`src/rtl/key_table_block_parser_defines.svh`:
```
// Assertion macros shared by the key-table block parser RTL.
`ifndef KEY_TABLE_BLOCK_PARSER_DEFINES_SVH
`define KEY_TABLE_BLOCK_PARSER_DEFINES_SVH

// Same-cycle implication, sampled on i_clk and held off during reset.
`define KTBP_ASSERT_NOW(lbl, ante, cons) \
    lbl: assert property (@(posedge i_clk) disable iff (!i_rst_n) (ante) |-> (cons)) \
        else $error("key table parser: same-cycle check failed");

// Next-cycle implication, sampled on i_clk and held off during reset.
`define KTBP_ASSERT_NEXT(lbl, ante, cons) \
    lbl: assert property (@(posedge i_clk) disable iff (!i_rst_n) (ante) |=> (cons)) \
        else $error("key table parser: next-cycle check failed");

`endif

```
`src/rtl/ktbp_pkg.sv`:
```
// Types, constants and result builders for the key-table block parser.
package ktbp_pkg;

    // Sizing of the block.
    localparam int MAX_KEYS          = 96;
    localparam int MAX_FORMULA_BYTES = 256;
    localparam int FLEN_W            = $clog2(MAX_FORMULA_BYTES + 3);
    localparam int Q_DEPTH           = 4;
    localparam int Q_PTR_W           = $clog2(Q_DEPTH);
    localparam int Q_CNT_W           = $clog2(Q_DEPTH + 1);

    // Result kinds.
    localparam logic [1:0] KIND_KEY    = 2'd0;
    localparam logic [1:0] KIND_OK     = 2'd1;
    localparam logic [1:0] KIND_REJECT = 2'd2;

    // Value types reported on a key entry.
    localparam logic [2:0] VT_CHAR    = 3'd0;
    localparam logic [2:0] VT_UNKNOWN = 3'd4;
    localparam logic [2:0] VT_FORMULA = 3'd5;

    // Byte codes of the block.
    localparam logic [7:0] B_PLAIN    = 8'h00;
    localparam logic [7:0] B_LITERAL  = 8'h01;
    localparam logic [7:0] B_STATE    = 8'h02;
    localparam logic [7:0] B_WIDE     = 8'h79;
    localparam logic [7:0] B_OP_END_A = 8'h59;
    localparam logic [7:0] B_OP_END_B = 8'h66;
    localparam logic [7:0] KEY_LOW    = 8'h20;
    localparam logic [7:0] KEY_HIGH   = 8'h7e;

    // Plain value type codes (upper five bits of the first value byte).
    localparam logic [4:0] PT_CHAR    = 5'd0;
    localparam logic [4:0] PT_INITIAL = 5'd2;
    localparam logic [4:0] PT_MEDIAL  = 5'd3;
    localparam logic [4:0] PT_FINAL   = 5'd4;
    localparam logic [4:0] PT_WIDE    = 5'd10;

    localparam logic [11:0] SLOT_NONE = 12'hfff;

    typedef struct packed {
        logic [7:0] data_byte;
        logic       end_of_stream;
    } t_in;

    typedef struct packed {
        logic [1:0]         kind;
        logic [6:0]         key_char;
        logic [2:0]         value_type;
        logic [10:0]        code_index;
        logic signed [11:0] formula_initial;
        logic signed [11:0] formula_medial;
        logic signed [11:0] formula_final;
        logic [6:0]         key_total;
        logic               last;
    } t_result;

    // Key entry beat.
    function automatic t_result mk_key(logic [6:0] kc, logic [2:0] vt, logic [10:0] idx,
                                       logic [11:0] fi, logic [11:0] fm, logic [11:0] ff);
        t_result r;
        r.kind            = KIND_KEY;
        r.key_char        = kc;
        r.value_type      = vt;
        r.code_index      = idx;
        r.formula_initial = fi;
        r.formula_medial  = fm;
        r.formula_final   = ff;
        r.key_total       = 7'd0;
        r.last            = 1'b0;
        return r;
    endfunction

    // Final status beat.
    function automatic t_result mk_status(logic [1:0] kind, logic [6:0] total);
        t_result r;
        r.kind            = kind;
        r.key_char        = 7'd0;
        r.value_type      = VT_CHAR;
        r.code_index      = 11'd0;
        r.formula_initial = SLOT_NONE;
        r.formula_medial  = SLOT_NONE;
        r.formula_final   = SLOT_NONE;
        r.key_total       = (kind == KIND_OK) ? total : 7'd0;
        r.last            = 1'b1;
        return r;
    endfunction

endpackage

```
`src/rtl/key_table_block_parser.sv`:
```
// Key-table block parser: byte-wide header and value parser with a result queue.
//
// Usage: bytes of one key-table block enter on the input channel (i_in_valid,
// o_in_stall, i_in), starting at the eight-byte header, with end_of_stream set
// on the last byte available. Results leave on the output channel (o_out_valid,
// i_out_stall, o_out): one key entry beat per key, then one status beat (ok or
// rejected) with last set, which is lost if it would be a third beat for a byte.
// The beats caused by a byte are written into the result queue when it is
// accepted. Throughput: one byte per cycle while the input does not stall; the
// parse state is updated from each byte by combinational logic and registered,
// and each byte yields at most two beats, which go into a four-entry result
// queue. The input stalls only while the queue has fewer than two free entries.
// When the receiver stalls, the head beat holds and the queue fills; the input
// then stalls after two more beats are waiting.
// Reset empties the queue and returns the parser to the header phase. After a
// status beat, bytes are dropped until one with end_of_stream set; the byte
// after it is taken as a new header.
`include "key_table_block_parser_defines.svh"

module key_table_block_parser
    import ktbp_pkg::*;
(
    input  logic    i_clk,
    input  logic    i_rst_n,
    input  logic    i_in_valid,
    output logic    o_in_stall,
    input  t_in     i_in,
    output logic    o_out_valid,
    input  logic    i_out_stall,
    output t_result o_out
);

    typedef enum logic [3:0] {
        PH_HEADER, PH_VALUE, PH_PLAIN_A, PH_PLAIN_B, PH_SKIP, PH_FORMULA,
        PH_LIT_A, PH_LIT_B, PH_STATE_ARG, PH_DONE
    } t_phase;

    t_phase              r_phase, n_phase;
    logic [2:0]          r_hdr_cnt, n_hdr_cnt;
    logic [6:0]          r_low, n_low;
    logic [6:0]          r_high, n_high;
    logic [6:0]          r_kpos, n_kpos;
    logic [7:0]          r_fvb, n_fvb;
    logic [1:0]          r_skip, n_skip;
    logic [FLEN_W-1:0]   r_flen, n_flen;
    logic                r_endp, n_endp;
    logic [11:0]         r_sl_i, n_sl_i;
    logic [11:0]         r_sl_m, n_sl_m;
    logic [11:0]         r_sl_f, n_sl_f;
    logic                r_several, n_several;

    t_result             r_q [Q_DEPTH];
    logic [Q_PTR_W-1:0]  r_wr, r_rd;
    logic [Q_CNT_W-1:0]  r_cnt;

    logic                in_acc, out_acc;
    logic [1:0]          res_n;
    t_result             res0, res1;

    // Parse logic scratch values.
    logic [7:0]          b;
    logic [4:0]          pt;
    logic [6:0]          total;
    logic [7:0]          span;
    logic [10:0]         v;
    logic                do_vs;
    logic                k1_v, k2_v, st_v;
    t_result             k1, k2;
    logic [1:0]          st_kind;

    assign in_acc      = i_in_valid && !o_in_stall;
    assign out_acc     = o_out_valid && !i_out_stall;
    assign o_in_stall  = r_cnt > Q_CNT_W'(Q_DEPTH - 2);
    assign o_out_valid = r_cnt != '0;
    assign o_out       = r_q[r_rd];

    // Combinational parse of one byte: next state and up to two result beats.
    always_comb begin
        n_phase   = r_phase;
        n_hdr_cnt = r_hdr_cnt;
        n_low     = r_low;
        n_high    = r_high;
        n_kpos    = r_kpos;
        n_fvb     = r_fvb;
        n_skip    = r_skip;
        n_flen    = r_flen;
        n_endp    = r_endp;
        n_sl_i    = r_sl_i;
        n_sl_m    = r_sl_m;
        n_sl_f    = r_sl_f;
        n_several = r_several;
        b         = i_in.data_byte;
        pt        = '0;
        total     = r_high - r_low + 7'd1;
        span      = '0;
        v         = '0;
        do_vs     = 1'b0;
        k1_v      = 1'b0;
        k2_v      = 1'b0;
        st_v      = 1'b0;
        st_kind   = KIND_REJECT;
        k1        = mk_status(KIND_REJECT, 7'd0);
        k2        = mk_status(KIND_REJECT, 7'd0);
        res0      = k1;
        res1      = k1;
        res_n     = 2'd0;

        if (in_acc) begin
            unique case (r_phase)
                PH_HEADER: begin
                    unique case (r_hdr_cnt)
                        3'd0: st_v = b > 8'd1;
                        3'd1: begin
                            st_v = (b < KEY_LOW) || (b >= KEY_HIGH);
                            n_low = b[6:0];
                        end
                        3'd2: begin
                            span = b - {1'b0, r_low} + 8'd1;
                            st_v = (b <= {1'b0, r_low}) || (b > KEY_HIGH)
                                || (span > 8'(MAX_KEYS));
                            n_high = b[6:0];
                        end
                        3'd3, 3'd4: st_v = b != 8'd0;
                        3'd5:       st_v = b != 8'd1;
                        default:    st_v = 1'b0;
                    endcase
                    if (st_v) begin
                        n_phase = PH_DONE;
                    end else if (r_hdr_cnt == 3'd7) begin
                        n_hdr_cnt = '0;
                        n_kpos    = '0;
                        n_phase   = PH_VALUE;
                    end else begin
                        n_hdr_cnt = r_hdr_cnt + 3'd1;
                    end
                end
                PH_VALUE: do_vs = 1'b1;
                PH_PLAIN_A: begin
                    pt = b[7:3];
                    if (pt != PT_CHAR && pt != PT_INITIAL && pt != PT_MEDIAL
                        && pt != PT_FINAL && pt != PT_WIDE) begin
                        st_v    = 1'b1;
                        n_phase = PH_DONE;
                    end else begin
                        n_fvb   = b;
                        n_phase = PH_PLAIN_B;
                    end
                end
                PH_PLAIN_B: begin
                    pt = r_fvb[7:3];
                    k2_v = 1'b1;
                    k2 = mk_key(r_low + r_kpos,
                                (pt == PT_CHAR) ? VT_CHAR :
                                (pt == PT_WIDE) ? VT_UNKNOWN : 3'(pt - 5'd1),
                                {b, r_fvb[2:0]}, SLOT_NONE, SLOT_NONE, SLOT_NONE);
                    n_kpos = r_kpos + 7'd1;
                    if (pt == PT_WIDE) begin
                        n_skip  = 2'd1;
                        n_phase = PH_SKIP;
                    end else begin
                        n_phase = PH_VALUE;
                    end
                end
                PH_SKIP: begin
                    n_skip = r_skip - 2'd1;
                    if (n_skip == 2'd0) begin
                        n_phase = PH_VALUE;
                    end
                end
                PH_FORMULA: begin
                    n_endp = 1'b0;
                    if (r_endp && (b == B_PLAIN || b == B_LITERAL || b == B_STATE
                                   || b == B_WIDE)) begin
                        // Closing op followed by a value start: the formula is complete.
                        k1_v = 1'b1;
                        if (r_several) begin
                            k1 = mk_key(r_low + r_kpos, VT_FORMULA, 11'd0,
                                        SLOT_NONE, SLOT_NONE, SLOT_NONE);
                        end else begin
                            k1 = mk_key(r_low + r_kpos, VT_FORMULA, 11'd0,
                                        r_sl_i, r_sl_m, r_sl_f);
                        end
                        n_kpos  = r_kpos + 7'd1;
                        n_phase = PH_VALUE;
                        do_vs   = 1'b1;
                    end else if (r_flen >= FLEN_W'(MAX_FORMULA_BYTES)) begin
                        st_v    = 1'b1;
                        n_phase = PH_DONE;
                    end else begin
                        n_flen = r_flen + FLEN_W'(1);
                        if (b == B_LITERAL) begin
                            n_phase = PH_LIT_A;
                        end else if (b == B_STATE) begin
                            n_phase = PH_STATE_ARG;
                        end else if (b == B_OP_END_A || b == B_OP_END_B) begin
                            n_endp = 1'b1;
                        end
                    end
                end
                PH_LIT_A: begin
                    n_flen  = r_flen + FLEN_W'(1);
                    n_fvb   = b;
                    n_phase = PH_LIT_B;
                end
                PH_LIT_B: begin
                    // Literal complete: fill its jamo slot, or flag a repeat.
                    n_flen  = r_flen + FLEN_W'(1);
                    n_phase = PH_FORMULA;
                    pt = r_fvb[7:3];
                    v  = {b, r_fvb[2:0]};
                    if (pt == PT_INITIAL) begin
                        if (r_sl_i != SLOT_NONE) n_several = 1'b1;
                        else n_sl_i = {1'b0, v};
                    end else if (pt == PT_MEDIAL) begin
                        if (r_sl_m != SLOT_NONE) n_several = 1'b1;
                        else n_sl_m = {1'b0, v};
                    end else if (pt == PT_FINAL) begin
                        if (r_sl_f != SLOT_NONE) n_several = 1'b1;
                        else n_sl_f = {1'b0, v};
                    end
                end
                PH_STATE_ARG: begin
                    n_flen  = r_flen + FLEN_W'(1);
                    n_phase = PH_FORMULA;
                end
                PH_DONE: begin
                    // Bytes after the status are dropped.
                end
                default: begin
                    st_v    = 1'b1;
                    n_phase = PH_DONE;
                end
            endcase

            // Start of a value, or the terminator after the last key.
            if (do_vs) begin
                if (n_kpos >= total) begin
                    st_v    = 1'b1;
                    st_kind = (b == B_PLAIN) ? KIND_OK : KIND_REJECT;
                    n_phase = PH_DONE;
                end else if (b == B_PLAIN) begin
                    n_phase = PH_PLAIN_A;
                end else if (b == B_WIDE) begin
                    k2_v = 1'b1;
                    k2 = mk_key(r_low + n_kpos, VT_UNKNOWN, 11'd0,
                                SLOT_NONE, SLOT_NONE, SLOT_NONE);
                    n_kpos  = n_kpos + 7'd1;
                    n_skip  = 2'd2;
                    n_phase = PH_SKIP;
                end else if (b == B_LITERAL || b == B_STATE) begin
                    n_sl_i    = SLOT_NONE;
                    n_sl_m    = SLOT_NONE;
                    n_sl_f    = SLOT_NONE;
                    n_several = 1'b0;
                    n_endp    = 1'b0;
                    n_flen    = FLEN_W'(1);
                    n_phase   = (b == B_LITERAL) ? PH_LIT_A : PH_STATE_ARG;
                end else begin
                    st_v    = 1'b1;
                    n_phase = PH_DONE;
                end
            end

            // Early end of the stream, then a full return to the header phase.
            if (i_in.end_of_stream) begin
                if (n_phase != PH_DONE) begin
                    st_v    = 1'b1;
                    st_kind = KIND_REJECT;
                end
                n_phase   = PH_HEADER;
                n_hdr_cnt = '0;
                n_low     = '0;
                n_high    = '0;
                n_kpos    = '0;
                n_fvb     = '0;
                n_skip    = '0;
                n_flen    = '0;
                n_endp    = 1'b0;
                n_sl_i    = SLOT_NONE;
                n_sl_m    = SLOT_NONE;
                n_sl_f    = SLOT_NONE;
                n_several = 1'b0;
            end

            // Order the beats: formula key, other key, status; at most two go out.
            res_n = 2'(k1_v) + 2'(k2_v) + 2'(st_v);
            if (res_n == 2'd3) res_n = 2'd2;
            if (k1_v)      res0 = k1;
            else if (k2_v) res0 = k2;
            else           res0 = mk_status(st_kind, total);
            if (k1_v && k2_v) res1 = k2;
            else              res1 = mk_status(st_kind, total);
        end
    end

    // Parse state, result queue and its pointers.
    always_ff @(posedge i_clk) begin
        if (!i_rst_n) begin
            r_phase   <= PH_HEADER;
            r_hdr_cnt <= '0;
            r_low     <= '0;
            r_high    <= '0;
            r_kpos    <= '0;
            r_fvb     <= '0;
            r_skip    <= '0;
            r_flen    <= '0;
            r_endp    <= 1'b0;
            r_sl_i    <= SLOT_NONE;
            r_sl_m    <= SLOT_NONE;
            r_sl_f    <= SLOT_NONE;
            r_several <= 1'b0;
            r_wr      <= '0;
            r_rd      <= '0;
            r_cnt     <= '0;
        end else begin
            r_phase   <= n_phase;
            r_hdr_cnt <= n_hdr_cnt;
            r_low     <= n_low;
            r_high    <= n_high;
            r_kpos    <= n_kpos;
            r_fvb     <= n_fvb;
            r_skip    <= n_skip;
            r_flen    <= n_flen;
            r_endp    <= n_endp;
            r_sl_i    <= n_sl_i;
            r_sl_m    <= n_sl_m;
            r_sl_f    <= n_sl_f;
            r_several <= n_several;
            if (res_n != 2'd0) begin
                r_q[r_wr] <= res0;
            end
            if (res_n == 2'd2) begin
                r_q[r_wr + Q_PTR_W'(1)] <= res1;
            end
            r_wr  <= r_wr + Q_PTR_W'(res_n);
            r_rd  <= r_rd + Q_PTR_W'(out_acc);
            r_cnt <= r_cnt + Q_CNT_W'(res_n) - Q_CNT_W'(out_acc);
        end
    end

    // Checks on the queue and the parse sequencing.
    `KTBP_ASSERT_NOW(a_queue_bound, 1'b1, r_cnt <= Q_CNT_W'(Q_DEPTH))
    `KTBP_ASSERT_NOW(a_last_is_status, o_out_valid, o_out.last == (o_out.kind != KIND_KEY))
    `KTBP_ASSERT_NOW(a_done_silent, in_acc && r_phase == PH_DONE, res_n == 2'd0)
    `KTBP_ASSERT_NEXT(a_eos_restart, in_acc && i_in.end_of_stream, r_phase == PH_HEADER)

endmodule

```
`config.mk`:
```
export PLATFORM = sky130hd
export DESIGN_NAME = key_table_block_parser
export DESIGN_NICKNAME = d
export VERILOG_FILES = /design/src/rtl/ktbp_pkg.sv /design/src/rtl/key_table_block_parser.sv
export VERILOG_INCLUDE_DIRS = /design/src /design/src/rtl
export SDC_FILE = /design/constraint.sdc
export NUM_CORES = 1
export LEC_CHECK = 0
export ABC_CLOCK_PERIOD_IN_PS = 21200
export BUFFER_PORTS_ARGS = -buffer_cell sky130_fd_sc_hd__buf_2
export CORE_MARGIN = 2
export CORE_UTILIZATION = 66
export DETAILED_ROUTE_END_ITERATION = 12
export PLACE_DENSITY = 0.93
export SLEW_MARGIN = 20
export SYNTH_ARGS = -nofsm -noshare
export SYNTH_HDL_FRONTEND = slang
export SYNTH_SLANG_ARGS = --single-unit
```
`constraint.sdc`:
```
create_clock -name i_clk -period 21.2 [get_ports i_clk]
set_clock_uncertainty 0.2 [all_clocks]
set_input_delay 1.06 -clock i_clk [delete_from_list [all_inputs] [get_ports i_clk]]
set_output_delay 1.06 -clock i_clk [all_outputs]
set_load 0.005 [all_outputs]
```
==> flow_metrics.env <==
export IMPL_status="finished clean"
export IMPL_clock_sinks=360
export IMPL_p_leak_uw=0.00678
export IMPL_fillerInstances=1628
export IMPL_path_common_cell="inv_1"
export IMPL_num_rows=59
export IMPL_crit_path_max_fanout=42
export IMPL_synthAdderAreaFrac_pct=5.65
export IMPL_critPathCaptureType="register"
export IMPL_pwr_share_comb_pct=22.9
export IMPL_yosysTopAreaCell="dfxtp_1"
export IMPL_antenna_found_initial=0
export IMPL_wirelength_met1_mm=17.6
export IMPL_layout_drive_gt1_share_pct=16.2
export IMPL_numCtsBuffers=37
export IMPL_yosysSeqAreaShare_pct=49.1
export IMPL_syn2layout_area_growth_pct=10.2
export IMPL_start_util_pct=66.6
export IMPL_hold_buffers=0
export IMPL_critPathLaunch="i_in[2]"
export IMPL_max_slew_margin_pct=23.9
export IMPL_reg2reg_depth=28
export IMPL_htree_levels=2
export IMPL_cp_data_arrival_time_ps=9420
export IMPL_grt_pass1_wl_mm=75.6
export IMPL_r2r_start="r_low[1]"
export IMPL_route_met2_wl_mm=23.3
export IMPL_synthTopCellsByArea="dfxtp_1, edfxtp_1, mux4_2, o22a_1, ha_1"
export IMPL_hold_depth=1
export IMPL_tightest_slew_ps=1130
export IMPL_root_buffer="clkbuf_16"
export IMPL_dr_wl_met3_mm=5.18
export IMPL_yosysMostFrequentCell="dfxtp_1"
export IMPL_worst_path_max_delay_cell="or3_1"
export IMPL_power_density_mw_per_mm2=107
export IMPL_fin_area_sq_mm=0.0190
export IMPL_via_per_inst=7.12
export IMPL_min_period_over_period_pct=44.6
export IMPL_sequentialPowerShare_pct=45.9
export IMPL_grt_pass1_vias=13700
export IMPL_final_hold_viol_count=0
export IMPL_drt_first_pass_iters=6
export IMPL_highest_layer="met4"
export IMPL_critPathLaunchType="primary input"
export IMPL_io_pins=82
export IMPL_synth_compound_area_share_pct=17.2
export IMPL_syn_inst=1538
export IMPL_muxShareOfSynthArea_pct=10.2
export IMPL_die_x_microns=166
export IMPL_drt_iter0_drc=1758
export IMPL_slew_violations=0
export IMPL_vias=13800
export IMPL_ys_seq_elements=360
export IMPL_grt_max_degree=64
export IMPL_cpLargestDelayFamily="compound AO/OA/AOI/OAI gates"
export IMPL_ant_nets=0
export IMPL_synth_warnings=0
export IMPL_path_buf_inv=8
export IMPL_synthSimpleGateAreaFrac_pct=12.8
export IMPL_cts_tree="built"
export IMPL_yosys_area_top_type_share_pct=27.4
export IMPL_ys_types=86
export IMPL_insertion_delay_ps=530
export IMPL_avgSynthCellArea_sq_um=11.2
export IMPL_sw_frac_of_total_pct=29.0
export IMPL_drc=0
export IMPL_synth_edff_count=124
export IMPL_synth_top_family_by_area="compound AO/OA/AOI/OAI gates"
export IMPL_cts_repair_resized=0
export IMPL_syn_area_sq_mm=0.0172
export IMPL_path_clk_slew_ps=60
export IMPL_max_stage_delay_ps=690
export IMPL_hold_class="reg2reg"
export IMPL_cts_setup_buffers=0
export IMPL_die_area_sq_mm=0.0274
export IMPL_synthArstFlopShare_pct=0
export IMPL_n_antenna_cell=0
export IMPL_grt_overflow_total=0
export IMPL_min_period_ps=9460
export IMPL_portBuffers=81
export IMPL_setup_violations=0
export IMPL_hp_start="r_q[0][22]"
export IMPL_rsz0062_at_grt="no"
export IMPL_syn_num_nets=1624
export IMPL_clock_path_buffers=3
export IMPL_ir_drop_v=0.000102
export IMPL_hpwl_mm=30.5
export IMPL_core_area_sq_mm=0.0258
export IMPL_required_ps=21160
export IMPL_synthTopCellsByCount="dfxtp_1, o22a_1, edfxtp_1"
export IMPL_finish_utilization_pct=73.4
export IMPL_gp_congestion=0.992
export IMPL_wire_per_inst_microns=25.3
export IMPL_crit_type="in2reg"
export IMPL_drv_cap=0
export IMPL_switchingPower_uw=591
export IMPL_wirelength_mm=49.0
export IMPL_synth_flop_cell="dfxtp_1"
export IMPL_cp_depth=30
export IMPL_synth_xor_area_share_pct=1.58
export IMPL_setup_tns_ps=0
export IMPL_intPower_uw=1450
export IMPL_grt_usage_pct=35.8
export IMPL_die_y_microns=166
export IMPL_nets=1663
export IMPL_placed_area_sq_mm=0.0178
export IMPL_clkPwrFrac_pct=31.2
export IMPL_max_freq_mhz=106
sequential cells by signal, indices dropped and copies added, names as in the netlist, 3 cells and up:
name,count
r_fvb,8
r_hdr_cnt,3
r_cnt,3
r_flen,9
r_q,268
r_sl_i,12
r_sl_f,12
r_high,7
r_phase,4
r_sl_m,12
r_low,7
r_kpos,7
power groups by stage:
stage	Clock, uW	Combinational, uW	Sequential, uW
after floorplan	0	346	899
after global placement	0	437	928
after detailed placement	0	455	942
after CTS	635	465	932
after global routing	660	501	947
final	636	467	934
layer usage:
metal  vias up  global-route usage, %
met3       275                   7.07
met2      1050                   59.4
li1       5882                      -
met5         -                      0
met1      6612                   44.0
met4         0                   19.6
cell type report:
| cell class | instances | area, sq um | area share, % |
|---|---|---|---|
| clock inverters | 22 | 169 | 0.890 |
| inverters | 62 | 233 | 1.23 |
| repair buffers | 97 | 526 | 2.77 |
| clock buffers | 46 | 1000 | 5.27 |
| flip-flops and latches | 360 | 8450 | 44.5 |
| well taps | 335 | 419 | 2.21 |
| multi-input cells | 1019 | 8180 | 43.1 |
cell families (layout without fill, tap and decap cells):
logic type / after synthesis / count (layout)
xor+xnor: 31 / 31
simple gates: 428 / 428
buf+inv: 159 / 227
flops: 360 / 360
mux: 91 / 91
compound gates: 396 / 396
fa+ha+maj: 73 / 73
cell usage in the layout (no fill, tap or decap), types with 5 or more instances in the layout:
cell type / n
a211oi_1: 6
a21o_1: 9
a21oi_1: 41
a22o_1: 13
a22oi_1: 11
and2_1: 39
and3_1: 6
buf_2: 81
buf_4: 16
clkbuf_1: 6
clkbuf_16: 38
clkinv_1: 5
clkinv_2: 10
dfxtp_1: 234
edfxtp_1: 124
fa_1: 8
ha_1: 65
inv_1: 54
inv_2: 7
mux2i_1: 24
mux4_2: 67
nand2_1: 88
nand2b_1: 11
nand3_1: 29
nand4_1: 12
nor2_1: 94
nor2b_1: 46
nor3_1: 45
nor4_1: 8
o21a_1: 7
o21ai_0: 63
o21ai_1: 8
o21bai_1: 6
o22a_1: 145
o22ai_1: 24
or2_2: 8
or3_1: 11
xnor2_1: 19
xor2_1: 12
worst reg2reg max path, delay by kind of cell, from the launching register on:
| kind | cells | cell delay (ps) |
|---|---|---|
| buf+inv | 6 | 1130 |
| compound gates | 13 | 3030 |
| flops | 1 | 600 |
| simple gates | 4 | 1830 |
| fa+ha+maj | 5 | 1910 |
worst paths after layout:
kind,end,slack [ps]
setup / recovery,r_q[1][5],11740
hold / removal,r_q[0][22],280
setup reg to reg,r_q[1][5],12120
hold reg to reg,r_q[0][22],280
metrics by stage:
| stage | hold WS [ps] | cells | worst slack (ps) | total power (uW) |
|---|---|---|---|---|
| detailed placement | 265 | 1873 | 11400 | 1400 |
| finish | 281 | 1941 | 11740 | 2040 |
| global placement | 257 | 1873 | 11710 | 1360 |
| floorplan | 241 | 1538 | 12240 | 1250 |
| CTS | 284 | 1941 | 11880 | 2030 |
| global route | 300 | 1941 | 11320 | 2110 |
Note: power is estimated with default switching activity, not from simulation.
